**config.mk**
```make
export PLATFORM = sky130hd
export DESIGN_NAME = small_language_tokenizer_top
export DESIGN_NICKNAME = d
export VERILOG_FILES = /design/src/rtl/core/slt_pkg.sv /design/src/rtl/core/slt_scan.sv /design/src/rtl/core/slt_obuf.sv /design/src/rtl/core/small_language_tokenizer_top.sv
export SDC_FILE = /design/constraint.sdc
export NUM_CORES = 1
export LEC_CHECK = 0
export BUFFER_PORTS_ARGS = -buffer_cell sky130_fd_sc_hd__buf_2
export CAP_MARGIN = 20
export CORE_UTILIZATION = 50
export DETAILED_ROUTE_END_ITERATION = 7
export PLACE_DENSITY = 0.71
export SYNTH_ARGS = -nofsm -noshare
export SYNTH_HDL_FRONTEND = slang
export SYNTH_SLANG_ARGS = --single-unit
export TNS_END_PERCENT = 1
```
**constraint.sdc**
```tcl
create_clock -name i_clk -period 9.9 [get_ports i_clk]
set_clock_uncertainty 0.1 [all_clocks]
set_input_delay 1.98 -clock i_clk [delete_from_list [all_inputs] [get_ports i_clk]]
set_output_delay 1.98 -clock i_clk [all_outputs]
set_load 0.005 [all_outputs]
```
**src/rtl/core/slt_pkg.sv**
```systemverilog
`default_nettype none
// ---------------------------------------------------------------------------
// slt_pkg
// shared types, token kinds and scanner mode codes for the tokenizer
// ---------------------------------------------------------------------------
package slt_pkg;

    // token kinds
    localparam logic [4:0] K_ID     = 5'd0;
    localparam logic [4:0] K_RET    = 5'd1;
    localparam logic [4:0] K_INT    = 5'd2;
    localparam logic [4:0] K_STR    = 5'd3;
    localparam logic [4:0] K_EQ     = 5'd4;
    localparam logic [4:0] K_ARROW  = 5'd5;
    localparam logic [4:0] K_LPAR   = 5'd6;
    localparam logic [4:0] K_RPAR   = 5'd7;
    localparam logic [4:0] K_LBRACE = 5'd8;
    localparam logic [4:0] K_RBRACE = 5'd9;
    localparam logic [4:0] K_LBRACK = 5'd10;
    localparam logic [4:0] K_RBRACK = 5'd11;
    localparam logic [4:0] K_COLON  = 5'd12;
    localparam logic [4:0] K_COMMA  = 5'd13;
    localparam logic [4:0] K_LT     = 5'd14;
    localparam logic [4:0] K_GT     = 5'd15;
    localparam logic [4:0] K_SEMI   = 5'd16;
    localparam logic [4:0] K_PLUS   = 5'd17;
    localparam logic [4:0] K_MINUS  = 5'd18;
    localparam logic [4:0] K_DIV    = 5'd19;
    localparam logic [4:0] K_MUL    = 5'd20;
    localparam logic [4:0] K_EOF    = 5'd21;
    localparam logic [4:0] K_ERR    = 5'd22;

    // scanner modes
    localparam logic [3:0] M_IDLE  = 4'd0;
    localparam logic [3:0] M_ID    = 4'd1;
    localparam logic [3:0] M_INT   = 4'd2;
    localparam logic [3:0] M_STR   = 4'd3;
    localparam logic [3:0] M_EQ    = 4'd4;
    localparam logic [3:0] M_SLASH = 4'd5;
    localparam logic [3:0] M_LINE  = 4'd6;
    localparam logic [3:0] M_BLOCK = 4'd7;
    localparam logic [3:0] M_BSTAR = 4'd8;

    // characters of interest
    localparam logic [7:0] CH_NUL   = 8'h00;
    localparam logic [7:0] CH_TAB   = 8'h09;
    localparam logic [7:0] CH_LF    = 8'h0A;
    localparam logic [7:0] CH_CR    = 8'h0D;
    localparam logic [7:0] CH_SPACE = 8'h20;
    localparam logic [7:0] CH_QUOTE = 8'h22;
    localparam logic [7:0] CH_STAR  = 8'h2A;
    localparam logic [7:0] CH_SLASH = 8'h2F;
    localparam logic [7:0] CH_EQ    = 8'h3D;
    localparam logic [7:0] CH_GT    = 8'h3E;

    // keyword "return"
    localparam logic [2:0] KW_LEN = 3'd6;

    typedef struct packed {
        logic [4:0] kind;
        logic [7:0] ch;
        logic       has;
        logic       first;
        logic       tok_end;
        logic       last;
    } t_token;

    typedef struct packed {
        logic [1:0] cnt;
        t_token     r0;
        t_token     r1;
    } t_scan_res;

    function automatic logic is_letter(input logic [7:0] b);
        return b inside {[8'h41:8'h5A], [8'h61:8'h7A]};
    endfunction

    function automatic logic is_digit(input logic [7:0] b);
        return b inside {[8'h30:8'h39]};
    endfunction

    function automatic logic [7:0] kw_char(input logic [2:0] idx);
        logic [7:0] c;
        case (idx)
            3'd0:    c = 8'h72; // r
            3'd1:    c = 8'h65; // e
            3'd2:    c = 8'h74; // t
            3'd3:    c = 8'h75; // u
            3'd4:    c = 8'h72; // r
            3'd5:    c = 8'h6E; // n
            default: c = CH_NUL;
        endcase
        return c;
    endfunction

endpackage
`default_nettype wire

```
**src/rtl/core/slt_scan.sv**
```systemverilog
`default_nettype none
// ---------------------------------------------------------------------------
// slt_scan
// scanner state and per-byte classification, up to two tokens per byte
// ---------------------------------------------------------------------------
module slt_scan (
    input  wire logic              i_clk,
    input  wire logic              i_rst_n,
    input  wire logic              i_advance,
    input  wire logic [7:0]        i_byte,
    output slt_pkg::t_scan_res     o_res
);
    import slt_pkg::*;

    typedef struct packed {
        logic [3:0] mode;
        logic       emit;
        t_token     res;
        logic       halt;
        logic       id_start;
    } t_idle;

    function automatic t_token mk_tok(input logic [4:0] kind, input logic [7:0] ch,
                                      input logic has, input logic first,
                                      input logic tok_end);
        t_token t;
        t.kind    = kind;
        t.ch      = ch;
        t.has     = has;
        t.first   = first;
        t.tok_end = tok_end;
        t.last    = 1'b0;
        return t;
    endfunction

    // classification of a byte seen between tokens
    function automatic t_idle scan_idle(input logic [7:0] b);
        t_idle s;
        s.mode     = M_IDLE;
        s.emit     = 1'b0;
        s.res      = mk_tok(K_ERR, b, 1'b1, 1'b1, 1'b1);
        s.halt     = 1'b0;
        s.id_start = 1'b0;
        if (b == CH_NUL) begin
            s.emit = 1'b1;
            s.res  = mk_tok(K_EOF, CH_NUL, 1'b0, 1'b1, 1'b1);
        end else if (b inside {CH_CR, CH_LF, CH_SPACE, CH_TAB}) begin
            s.emit = 1'b0;
        end else if (is_letter(b)) begin
            s.mode     = M_ID;
            s.id_start = 1'b1;
            s.emit     = 1'b1;
            s.res      = mk_tok(K_ID, b, 1'b1, 1'b1, 1'b0);
        end else if (is_digit(b)) begin
            s.mode = M_INT;
            s.emit = 1'b1;
            s.res  = mk_tok(K_INT, b, 1'b1, 1'b1, 1'b0);
        end else if (b == CH_QUOTE) begin
            s.mode = M_STR;
            s.emit = 1'b1;
            s.res  = mk_tok(K_STR, CH_NUL, 1'b0, 1'b1, 1'b0);
        end else if (b == CH_EQ) begin
            s.mode = M_EQ;
        end else if (b == CH_SLASH) begin
            s.mode = M_SLASH;
        end else begin
            s.emit = 1'b1;
            case (b)
                8'h28:   s.res.kind = K_LPAR;
                8'h29:   s.res.kind = K_RPAR;
                8'h7B:   s.res.kind = K_LBRACE;
                8'h7D:   s.res.kind = K_RBRACE;
                8'h5B:   s.res.kind = K_LBRACK;
                8'h5D:   s.res.kind = K_RBRACK;
                8'h3A:   s.res.kind = K_COLON;
                8'h2C:   s.res.kind = K_COMMA;
                8'h3C:   s.res.kind = K_LT;
                8'h3E:   s.res.kind = K_GT;
                8'h3B:   s.res.kind = K_SEMI;
                8'h2B:   s.res.kind = K_PLUS;
                8'h2D:   s.res.kind = K_MINUS;
                8'h2A:   s.res.kind = K_MUL;
                default: s.halt     = 1'b1;
            endcase
        end
        return s;
    endfunction

    logic [3:0] r_mode, n_mode;
    logic [2:0] r_prog, n_prog;
    logic       r_miss, n_miss;
    logic       r_halted, n_halted;

    t_idle  idl;
    logic   pre_v;
    t_token pre;
    logic   do_idle;
    logic   emit_idle;

    always_comb begin
        n_mode   = r_mode;
        n_prog   = r_prog;
        n_miss   = r_miss;
        n_halted = r_halted;
        pre_v    = 1'b0;
        pre      = mk_tok(K_ID, CH_NUL, 1'b0, 1'b0, 1'b0);
        do_idle  = 1'b0;
        idl      = scan_idle(i_byte);

        if (!r_halted) begin
            case (r_mode)
                M_ID: begin
                    pre_v = 1'b1;
                    if (is_letter(i_byte)) begin
                        pre = mk_tok(K_ID, i_byte, 1'b1, 1'b0, 1'b0);
                        if (!r_miss) begin
                            if (r_prog < KW_LEN && i_byte == kw_char(r_prog)) begin
                                n_prog = r_prog + 3'd1;
                            end else begin
                                n_miss = 1'b1;
                            end
                        end
                    end else begin
                        pre = mk_tok((r_prog == KW_LEN && !r_miss) ? K_RET : K_ID,
                                     CH_NUL, 1'b0, 1'b0, 1'b1);
                        do_idle = 1'b1;
                    end
                end
                M_INT: begin
                    pre_v = 1'b1;
                    if (is_digit(i_byte)) begin
                        pre = mk_tok(K_INT, i_byte, 1'b1, 1'b0, 1'b0);
                    end else begin
                        pre     = mk_tok(K_INT, CH_NUL, 1'b0, 1'b0, 1'b1);
                        do_idle = 1'b1;
                    end
                end
                M_STR: begin
                    pre_v = 1'b1;
                    if (i_byte == CH_QUOTE) begin
                        pre    = mk_tok(K_STR, CH_NUL, 1'b0, 1'b0, 1'b1);
                        n_mode = M_IDLE;
                    end else if (i_byte == CH_NUL) begin
                        pre     = mk_tok(K_STR, CH_NUL, 1'b0, 1'b0, 1'b1);
                        do_idle = 1'b1;
                    end else begin
                        pre = mk_tok(K_STR, i_byte, 1'b1, 1'b0, 1'b0);
                    end
                end
                M_EQ: begin
                    pre_v = 1'b1;
                    if (i_byte == CH_GT) begin
                        pre    = mk_tok(K_ARROW, CH_NUL, 1'b0, 1'b1, 1'b1);
                        n_mode = M_IDLE;
                    end else begin
                        pre     = mk_tok(K_EQ, CH_EQ, 1'b1, 1'b1, 1'b1);
                        do_idle = 1'b1;
                    end
                end
                M_SLASH: begin
                    if (i_byte == CH_SLASH) begin
                        n_mode = M_LINE;
                    end else if (i_byte == CH_STAR) begin
                        n_mode = M_BLOCK;
                    end else begin
                        pre_v   = 1'b1;
                        pre     = mk_tok(K_DIV, CH_SLASH, 1'b1, 1'b1, 1'b1);
                        do_idle = 1'b1;
                    end
                end
                M_LINE: begin
                    if (i_byte == CH_LF) begin
                        n_mode = M_IDLE;
                    end else if (i_byte == CH_NUL) begin
                        do_idle = 1'b1;
                    end
                end
                M_BLOCK: begin
                    if (i_byte == CH_STAR) begin
                        n_mode = M_BSTAR;
                    end else if (i_byte == CH_NUL) begin
                        do_idle = 1'b1;
                    end
                end
                M_BSTAR: begin
                    if (i_byte == CH_SLASH) begin
                        n_mode = M_IDLE;
                    end else if (i_byte == CH_NUL) begin
                        do_idle = 1'b1;
                    end else if (i_byte != CH_STAR) begin
                        n_mode = M_BLOCK;
                    end
                end
                default: begin
                    do_idle = 1'b1;
                end
            endcase
        end

        if (do_idle) begin
            n_mode = idl.mode;
            if (idl.id_start) begin
                n_prog = (i_byte == kw_char(3'd0)) ? 3'd1 : 3'd0;
                n_miss = (i_byte != kw_char(3'd0));
            end
            if (idl.halt) begin
                n_halted = 1'b1;
            end
        end

        emit_idle = do_idle && idl.emit;
        o_res.cnt = {1'b0, pre_v} + {1'b0, emit_idle};
        o_res.r0  = pre_v ? pre : idl.res;
        o_res.r1  = idl.res;
        if (pre_v && emit_idle) begin
            o_res.r0.last = 1'b0;
            o_res.r1.last = 1'b1;
        end else begin
            o_res.r0.last = 1'b1;
            o_res.r1.last = 1'b0;
        end
    end

    always_ff @(posedge i_clk) begin
        if (!i_rst_n) begin
            r_mode   <= M_IDLE;
            r_prog   <= 3'd0;
            r_miss   <= 1'b0;
            r_halted <= 1'b0;
        end else if (i_advance) begin
            r_mode   <= n_mode;
            r_prog   <= n_prog;
            r_miss   <= n_miss;
            r_halted <= n_halted;
        end
    end

    a_halt_silent: assert property (@(posedge i_clk) disable iff (!i_rst_n)
        r_halted |-> o_res.cnt == 2'd0)
        else $error("halted scanner produced a token");

    a_halt_sticky: assert property (@(posedge i_clk) disable iff (!i_rst_n)
        r_halted |=> r_halted)
        else $error("halt cleared without reset");

    a_prog_range: assert property (@(posedge i_clk) disable iff (!i_rst_n)
        r_prog <= KW_LEN)
        else $error("keyword progress past end of word");

endmodule
`default_nettype wire

```
**src/rtl/core/slt_obuf.sv**
```systemverilog
`default_nettype none
// ---------------------------------------------------------------------------
// slt_obuf
// output register plus one hold slot for the second token of a byte
// ---------------------------------------------------------------------------
module slt_obuf (
    input  wire logic              i_clk,
    input  wire logic              i_rst_n,
    input  wire logic              i_load,
    input  wire slt_pkg::t_scan_res i_res,
    output logic                   o_ready,
    output logic                   o_out_valid,
    input  wire logic              i_out_stall,
    output slt_pkg::t_token        o_tok
);
    import slt_pkg::*;

    logic   r_out_vld;
    t_token r_out;
    logic   r_hold_vld;
    t_token r_hold;
    logic   out_free;

    assign out_free    = !r_out_vld || !i_out_stall;
    assign o_ready     = out_free && !r_hold_vld;
    assign o_out_valid = r_out_vld;
    assign o_tok       = r_out;

    always_ff @(posedge i_clk) begin
        if (!i_rst_n) begin
            r_out_vld  <= 1'b0;
            r_hold_vld <= 1'b0;
        end else if (out_free) begin
            if (r_hold_vld) begin
                r_out_vld  <= 1'b1;
                r_hold_vld <= 1'b0;
            end else if (i_load && i_res.cnt != 2'd0) begin
                r_out_vld  <= 1'b1;
                r_hold_vld <= (i_res.cnt == 2'd2);
            end else begin
                r_out_vld  <= 1'b0;
            end
        end
    end

    always_ff @(posedge i_clk) begin
        if (out_free) begin
            if (r_hold_vld) begin
                r_out <= r_hold;
            end else if (i_load && i_res.cnt != 2'd0) begin
                r_out  <= i_res.r0;
                r_hold <= i_res.r1;
            end
        end
    end

    a_hold_behind_out: assert property (@(posedge i_clk) disable iff (!i_rst_n)
        r_hold_vld |-> r_out_vld)
        else $error("hold slot filled while output empty");

    a_pair_held: assert property (@(posedge i_clk) disable iff (!i_rst_n)
        (i_load && o_ready && i_res.cnt == 2'd2) |=> (r_hold_vld && !r_out.last))
        else $error("second token of a pair not held");

    a_no_load_when_busy: assert property (@(posedge i_clk) disable iff (!i_rst_n)
        i_load |-> o_ready)
        else $error("scanner advanced while output buffer busy");

endmodule
`default_nettype wire

```
**src/rtl/core/small_language_tokenizer_top.sv**
```systemverilog
`default_nettype none
// ---------------------------------------------------------------------------
// small_language_tokenizer_top
// streaming tokenizer, one source byte per request in, token events out
// ---------------------------------------------------------------------------
// Takes one source byte per request and emits token events. Whitespace and
// both comment styles are skipped; identifiers, integers and strings come out
// one event per character between a first and a closing event, and "return"
// is marked as a keyword on the closing event. Byte 0 closes any open token
// and gives EOF, after which a new source may follow. An unexpected byte gives
// an error event and the block goes silent (bytes are still taken) until
// reset. Rate: one byte per cycle, held off by output stalls and held events;
// an event is registered at the output in the cycle after its byte leaves the
// input register. A byte with two events (a token closed by the byte that
// starts the next one) keeps the second in a hold slot while the input stalls.
// ---------------------------------------------------------------------------
module small_language_tokenizer_top (
    input  wire logic       i_clk,
    input  wire logic       i_rst_n,
    input  wire logic       i_in_valid,
    output logic            o_in_stall,
    input  wire logic [7:0] i_source_byte,
    output logic            o_out_valid,
    input  wire logic       i_out_stall,
    output logic [4:0]      o_token_kind,
    output logic [7:0]      o_value_char,
    output logic            o_has_char,
    output logic            o_token_first,
    output logic            o_token_end,
    output logic            o_run_last
);
    import slt_pkg::*;

    // input register
    logic       r_in_vld;
    logic [7:0] r_in_byte;

    logic       accept;
    logic       advance;
    logic       buf_ready;
    t_scan_res  scan_res;
    t_token     out_tok;

    // the scanner consumes the registered byte whenever the output side
    // can take both of its possible events
    assign advance    = r_in_vld && buf_ready;
    assign o_in_stall = r_in_vld && !buf_ready;
    assign accept     = i_in_valid && !o_in_stall;

    always_ff @(posedge i_clk) begin
        if (!i_rst_n) begin
            r_in_vld <= 1'b0;
        end else if (accept) begin
            r_in_vld <= 1'b1;
        end else if (advance) begin
            r_in_vld <= 1'b0;
        end
    end

    always_ff @(posedge i_clk) begin
        if (accept) begin
            r_in_byte <= i_source_byte;
        end
    end

    slt_scan u_scan (
        .i_clk     (i_clk),
        .i_rst_n   (i_rst_n),
        .i_advance (advance),
        .i_byte    (r_in_byte),
        .o_res     (scan_res)
    );

    slt_obuf u_obuf (
        .i_clk       (i_clk),
        .i_rst_n     (i_rst_n),
        .i_load      (advance),
        .i_res       (scan_res),
        .o_ready     (buf_ready),
        .o_out_valid (o_out_valid),
        .i_out_stall (i_out_stall),
        .o_tok       (out_tok)
    );

    // unpack the output token onto the ports
    assign o_token_kind  = out_tok.kind;
    assign o_value_char  = out_tok.ch;
    assign o_has_char    = out_tok.has;
    assign o_token_first = out_tok.first;
    assign o_token_end   = out_tok.tok_end;
    assign o_run_last    = out_tok.last;

endmodule
`default_nettype wire

```
==> results.txt, run 1 <==
TritonCTS built the clock tree. The final cell utilization of the core is 55.47%. Summed over all cells, the static leakage comes to 1.177 nW. The violation count after the first detailed-route iteration is 275. The most prevalent standard cell on the critical path is sky130_fd_sc_hd__buf_2.

The clock input transition at the sequential cells of the worst setup and hold paths came out at 0.10 ns. Among all cell types in the netlist, the one instantiated most often is sky130_fd_sc_hd__edfxtp_1. The cell area after synthesis came out at 0.003262 mm².

The routed via count divided by cell count is 6.219. The mean instance size in the synthesized netlist is 9.293 µm². The net count reported at finish came out at 377. Dividing total power by cell area gives a power density of 143.4 mW/mm². The stage delay of the slowest cell on the critical path came out at 0.22 ns. STA classifies the critical path startpoint as an input port. The largest individual stage delay along the critical path comes from the cell sky130_fd_sc_hd__a21oi_1. The number of core rows came out at 29. The remaining antenna violation count is 0. Ranked by total cell area, the synthesized netlist is headed by sky130_fd_sc_hd__edfxtp_1 38%, sky130_fd_sc_hd__dfxtp_1 7.4%, sky130_fd_sc_hd__a21oi_1 4.3%.

The fraction of layout instances using a drive strength above 1 is 15.24%. The first TritonRoute pass finished after 5 iterations. STA puts the critical path data required time at 7.82 ns. The sequential element share of the synthesized area is 45.11%. The number of buffers inserted by port buffering came out at 30. Synthesis handed over a netlist of 351 instances. The register bit total from synthesis came out at 53. The number of hold violations in the final report came out at 0.

Counting instances, the worst hold path has a depth of 2. The CTS buffer count came out at 5. The largest buffer count on any clock path came out at 2. The setup total negative slack came out at 0 ns. The final wirelength is 7199 µm. The initial core utilization came out at 51.66%. The setup check on the worst reg-to-reg path leaves a slack of 6.39 ns. The worst max-slew margin expressed relative to the limit came out at 41.50%.

Setup violations remaining at the end of the flow were counted as 0. The number of hold buffers added after CTS was 0. The type of the worst min-delay path is flip-flop to flip-flop. The total placed cells including tap cells is 430. The arrival time reported for the critical path endpoint came out at 2.56 ns. Based on the critical path, the design can be clocked at up to 215.6 MHz. The chip width is 82.77 µm. For this run, asynchronously set or reset flops after synthesis account for 0%.

The antenna diode count came out at 0. In the routed design, unresolved DRC markers number 0. The critical path class is input port to output pin.

At the end of routability-driven placement, the weighted congestion stood at 0.9028. The final global-route overflow total is 0. For this block, the via count after detailed routing is 2724. The via count of the first global-routing pass came out at 2368. Traced cell by cell, the critical path runs through buf_2 -> a21oi_1 -> nor2b_1 -> buf_2.

The source-to-sink clock delay at the later pin of the worst-skew pair came out at 0.31 ns. Max-cap violations in this run came to 0. The initial antenna violation count came to 0. The standard cell core area came out at 0.006314 mm².

The wire-length estimate of the detail-placed layout is 5109 µm. Sorting the synthesized cells by how often they occur yields 41 x sky130_fd_sc_hd__edfxtp_1, 36 x sky130_fd_sc_hd__nand2_1, 28 x sky130_fd_sc_hd__a21oi_1. The total of cells resized after clock tree synthesis came out at 0. The post-synthesis net count came out at 368. The overall die area came out at 0.006851 mm². The post-CTS repair timing setup buffer count is 0. The minimum clock period came out at 4.638 ns. The maximum vdd ir drop came out at 0.00006890 V. The final routed wire length divided by cell count came out at 16.44 µm. The worst hold path terminates at u_obuf.o_out_valid. The count of unique library cells instantiated by Yosys is 66. The endpoint identified for the worst register-to-register timing path is u_obuf.o_tok[11]. The global-route usage over all layers came out at 22.53%.

The worst register-to-register path begins at r_in_byte[4]. The clock tree root driver cell is sky130_fd_sc_hd__clkbuf_8. The vertical die dimension came out at 82.77 µm.

The biggest fanout along the worst timing path is 3. Setup repair after global routing left no endpoint under its margin. The number of synthesis warnings came out at 0. The I/O pin count is 31. The global-route wire length before repair is 11630 µm.

The flow ran to the end, and the final reports show no timing, DRC or antenna violations. The H-tree level count came out at 2. STA classifies the critical path endpoint as an output pin.

The final critical-path share of the clock period came out at 46.84%. After the flow finishes, the layout carries non-filler instances totaling 438. The worst reg2reg path depth came out at 8.

The biggest area contributor in the post-synthesis netlist is sky130_fd_sc_hd__edfxtp_1. Clock tree synthesis found a total of 53 sinks. Entering global routing, the biggest net connects 33 pins. The share of the synthesized area in the top cell type came out at 37.74%.

Among all flip-flop cells after synthesis, the most frequent one is sky130_fd_sc_hd__edfxtp_1. At the pin with the least slew margin, the transition time is 0.8762 ns. The layout overhead on the synthesized area came out at 7.365%. The count of flip-flops with a built-in enable after synthesis came out at 41. The worst hold path begins at r_in_vld. The number of pins exceeding their max-slew limit in the final report is 0.
-- layout make-up --
type | instances | area, µm²
Fill cell | 590 | 2811
Clock inverter | 3 | 21.27
Inverter | 14 | 52.55
Clock buffer | 5 | 68.82
Timing Repair Buffer | 33 | 172.7
Sequential cell | 53 | 1471
Tap cell | 77 | 96.34
Multi-Input combinational cell | 253 | 1619
-- per-layer routing --
| metal | vias up | part of all wire (%) | GRT usage, % |
|---|---|---|---|
| li1 | 1334 | - | - |
| met1 | 1269 | 45 | 31.60 |
| met2 | 109 | 47 | 35.74 |
| met3 | 12 | 6.5 | 3.607 |
| met4 | 0 | 1.7 | 6.379 |
| met5 | - | 0 | 0 |
-- where the power goes --
group	leakage, nW	total, mW	internal, mW	switching (mW)
sequential	0.478	0.283	0.263	0.0196
clock	0.0445	0.126	0.0504	0.0758
combinational	0.655	0.0930	0.0386	0.0544
total	1.18	0.502	0.352	0.150
-- stage by stage --
stage                     power, mW  area (µm²)  hold WS [ns]  setup WS (ns)
after floorplan              0.3498        3262        0.3674          5.554
after global placement       0.3773        3412        0.3875          5.277
after detailed placement     0.3799        3412        0.3941          5.260
after CTS                    0.5019        3502        0.4096          5.256
after global routing         0.5271        3502        0.4390          5.129
final                        0.5022        3502        0.4156          5.262
-- flip-flops by register name, indices dropped and copies added (netlist names) --
register,cells
r_in_byte,8
r_in_vld,1
u_obuf.o_out_valid,1
u_obuf.o_tok,17
u_obuf.r_hold,16
u_obuf.r_hold_vld,1
u_scan.r_halted,1
u_scan.r_miss,1
u_scan.r_mode,4
u_scan.r_prog,3
-- worst max-delay path by stage --
stage | from | to | slack (ns) | depth (start not counted)
final | i_out_stall | o_in_stall | 5.26 | 4
after global routing | i_out_stall | o_in_stall | 5.13 | 4
after CTS | i_out_stall | o_in_stall | 5.26 | 4
after detailed placement | i_out_stall | o_in_stall | 5.26 | 4
after global placement | i_out_stall | o_in_stall | 5.28 | 4
after floorplan | i_out_stall | o_in_stall | 5.55 | 2
-- layout by cell type, fill, tap and decap left out, drive strengths merged, types with 3 or more instances in the layout --
cell     count
nor4         5
nor3        12
or3          6
buf         33
nand4        5
clkbuf       5
o41ai        3
nand2       36
a211oi       3
ha           5
xor2         3
nand2b      11
nor2        23
o22ai        3
o31ai        5
nand3        8
a221oi       3
nand4bb      3
edfxtp      41
o211ai       5
nor4b        3
nor2b        7
nor3b        8
a21oi       28
dfxtp       12
o21ai       25
inv         15
-- critical path, delay by kind of cell --
kind / cells / cell delay [ns]
AO/OA/AOI/OAI: 1 / 0.22
buffers and inverters: 2 / 0.25
AND/OR/NAND/NOR: 1 / 0.11
-- kinds of logic (layout without fill, tap and decap cells) --
family	after synthesis	after routing	share of synthesized area (%)
mux	3	3	0.9590
fa+ha+maj	5	5	1.918
simple gates	141	141	24.28
xor+xnor	5	5	1.343
flops	53	53	45.11
buf+inv	45	55	5.255
compound gates	99	99	21.14
Power figures use the tool's default switching activity.
==> run 2, diff against run 1 <==
==> constraint.sdc (replaced) <==
create_clock -name i_clk -period 4.65 [get_ports i_clk]
set_clock_uncertainty 0.1 [all_clocks]
set_input_delay 0.93 -clock i_clk [delete_from_list [all_inputs] [get_ports i_clk]]
set_output_delay 0.93 -clock i_clk [all_outputs]
set_load 0.005 [all_outputs]
==> results.txt, run 2 (synthesized netlist as in run 1, its figures left out) <==
The setup total negative slack is 0 ns (unchanged). The number of violations of the max-capacitance limit is 0 (unchanged). STA classifies the critical path startpoint as a flip-flop. The global-route wire length before repair is 11940 µm (+2.7%). The final critical-path share of the clock period is 71.83%.

The global-route usage over all layers came out at 23.15% (+0.62 points). The number of clock sinks seen by CTS was 53 (unchanged). The fraction of layout instances using a drive strength above 1 is 14.96% (-0.28 points). The maximum vdd ir drop came to 0.0001730 V (+150%). The kind of end point of the critical path is a flip-flop. The clock input transition at the sequential cells of the worst setup and hold paths is 0.10 ns (about the same). The layout overhead on the synthesized area is 7.288% (about the same). The via count of the first global-routing pass came to 2451 (+3.5%). The leakage dissipation was 1.170 nW (-0.60%). The final global-route overflow total is 0 (unchanged). The total of cells resized after clock tree synthesis came out at 0 (unchanged).

The worst max-slew margin expressed relative to the limit came out at 38.31% (-3.2 points). The number of setup violations in the final report came out at 0 (unchanged). The leading cell type in the layout, fill and taps excluded is sky130_fd_sc_hd__edfxtp_1. The routability congestion estimate came out at 0.9727 (+7.7%). The initial core utilization came out at 51.66% (unchanged).

The number of hold violations in the final report is 0 (unchanged). The minimum clock period came out at 3.340 ns. The CTS buffer count came out at 5 (unchanged). The number of flip-flops in the largest register is 17 (unchanged). The tightest min-delay check is of the flip-flop to flip-flop type. The largest individual stage delay along the critical path comes from the cell sky130_fd_sc_hd__edfxtp_1.

The post-placement setup slack is 1.339 ns (-3.921 ns). The post-CTS repair timing setup buffer count is 0 (unchanged). The number of detailed-routing iterations run before antenna repair is 5 (unchanged). The placed wire-length estimate after detailed placement came out at 5320 µm (+4.1%). The total placed cells including tap cells came out at 430 (unchanged). The violation count after the first detailed-route iteration is 185 (-33%). Setup repair after global routing left no endpoint under its margin. The largest buffer count on any clock path came out at 2 (unchanged).

The H-tree level count came out at 2 (unchanged). The final worst slack came out at 1.310 ns (-3.952 ns). The smallest hold slack came out at 0.4052 ns (-0.01033 ns). The clock tree from TritonCTS is built.

The number of buffers inserted by port buffering is 30 (unchanged). The standard cell core area came to 0.006314 mm² (unchanged). The antenna diode count came out at 0 (unchanged). The final wirelength was 7452 µm (+3.5%). Leaving out fill and tap cells, the most frequent cells in the layout are 41 x sky130_fd_sc_hd__edfxtp_1, 36 x sky130_fd_sc_hd__nand2_1, 30 x sky130_fd_sc_hd__buf_2. The final routed wire length divided by cell count is 17.01 µm (+3.5%). The total power divided by cell area is 303.8 mW/mm² (+110%).

The net count reported at finish is 377 (unchanged). The routed via count divided by cell count came out at 6.174 (-0.73%). CTS placed an instance of sky130_fd_sc_hd__clkbuf_8 at the clock tree root. The initial antenna violation count is 0 (unchanged). The flow ran to the end, and the final reports show no timing, DRC or antenna violations.

The overall die area is 0.006851 mm² (unchanged). The number of cells in the finished layout apart from fillers is 438 (unchanged). Traced cell by cell, the critical path runs through nand4bb_1 -> o41ai_1 -> o211ai_1 -> a221oi_4 -> o31ai_1 -> nand2_1 -> a22oi_1 -> buf_4. The total vias in the final route came out at 2704 (-0.73%). The biggest fanout along the worst timing path is 22 (+19). The number of hold buffers added after CTS is 0 (unchanged). The remaining antenna violation count is 0 (unchanged). The stage delay of the slowest cell on the critical path was 0.85 ns (+0.63 ns). The arrival time reported for the critical path endpoint came out at 3.31 ns (+0.75 ns).

The vertical die dimension came out at 82.77 µm (unchanged). The number of pins exceeding their max-slew limit in the final report is 0 (unchanged). The maximum clock rate is 299.4 MHz. The largest net degree at the start of global routing was 33 (unchanged).

The number of core rows is 29 (unchanged). The critical path is of the flip-flop to flip-flop type. The source-to-sink clock delay at the later pin of the worst-skew pair is 0.31 ns (about the same). The number of remaining DRC errors came out at 0 (unchanged).

The chip width came out at 82.77 µm (unchanged). The slew at the pin with the worst max-slew slack was 0.9241 ns (+0.04791 ns). The I/O pin count came to 31 (unchanged).

The total chip power came out at 1.063 mW (+110%). The required time at the worst-slack endpoint came out at 4.62 ns (-3.20 ns).
[run 2: cell types whose count changed in the layout (fill, tap and decap cells not counted), sizes merged]
| cell | before | now |
|---|---|---|
| clkinvlp | 1 | 2 |
| clkbuf | 5 | 6 |
| clkinv | 1 | 0 |
| inv | 15 | 14 |
[run 2: cell type report]
| class | count | area [µm²] |
|---|---|---|
| multi-input combinational | 253 | 1619 |
| timing repair buffer | 33 | 172.7 |
| tap | 77 | 96.34 |
| sequential | 53 | 1471 |
| clock buffer | 6 | 72.57 |
| inverter | 14 | 52.55 |
| fill | 587 | 2814 |
| clock inverter | 2 | 15.01 |
[run 2: layer usage]
layer,vias up,wire [µm],global-route usage [%]
met4,0,182,8.966
li1,1333,-,-
met1,1269,3386,31.00
met3,14,411,3.934
met5,-,0,0
met2,88,3472,37.13
[run 2: power breakdown]
group | leakage [nW] | total (mW) | switching (mW) | internal (mW)
registers | 0.478 | 0.602 | 0.0415 | 0.561
clock network | 0.0374 | 0.262 | 0.155 | 0.106
logic | 0.655 | 0.199 | 0.117 | 0.0822
[run 2: stage by stage]
stage / utilization, % / instance area, µm²
5_1_grt: 55.43 / 3500
4_1_cts: 55.43 / 3500
3_3_place_gp: 54.04 / 3412
3_5_place_dp: 54.04 / 3412
6_report: 55.43 / 3500
2_1_floorplan: - / 3262
[run 2: final timing paths]
path           startpoint                 end  slack (ns)  depth (start not counted)
max reg2reg  r_in_byte[3]    u_obuf.o_tok[11]        1.31                          8
max          r_in_byte[3]    u_obuf.o_tok[11]        1.31                          8
min              r_in_vld  u_obuf.o_out_valid        0.41                          2
min reg2reg      r_in_vld  u_obuf.o_out_valid        0.41                          2
[run 2: worst max-delay path, delay by kind of cell (launching register included)]
family / cells / cell delay, ns
DFF: 1 / 0.85
and+or+nand+nor: 2 / 0.45
buffers and inverters: 1 / 0.21
AOI/OAI and AO/OA: 5 / 1.47
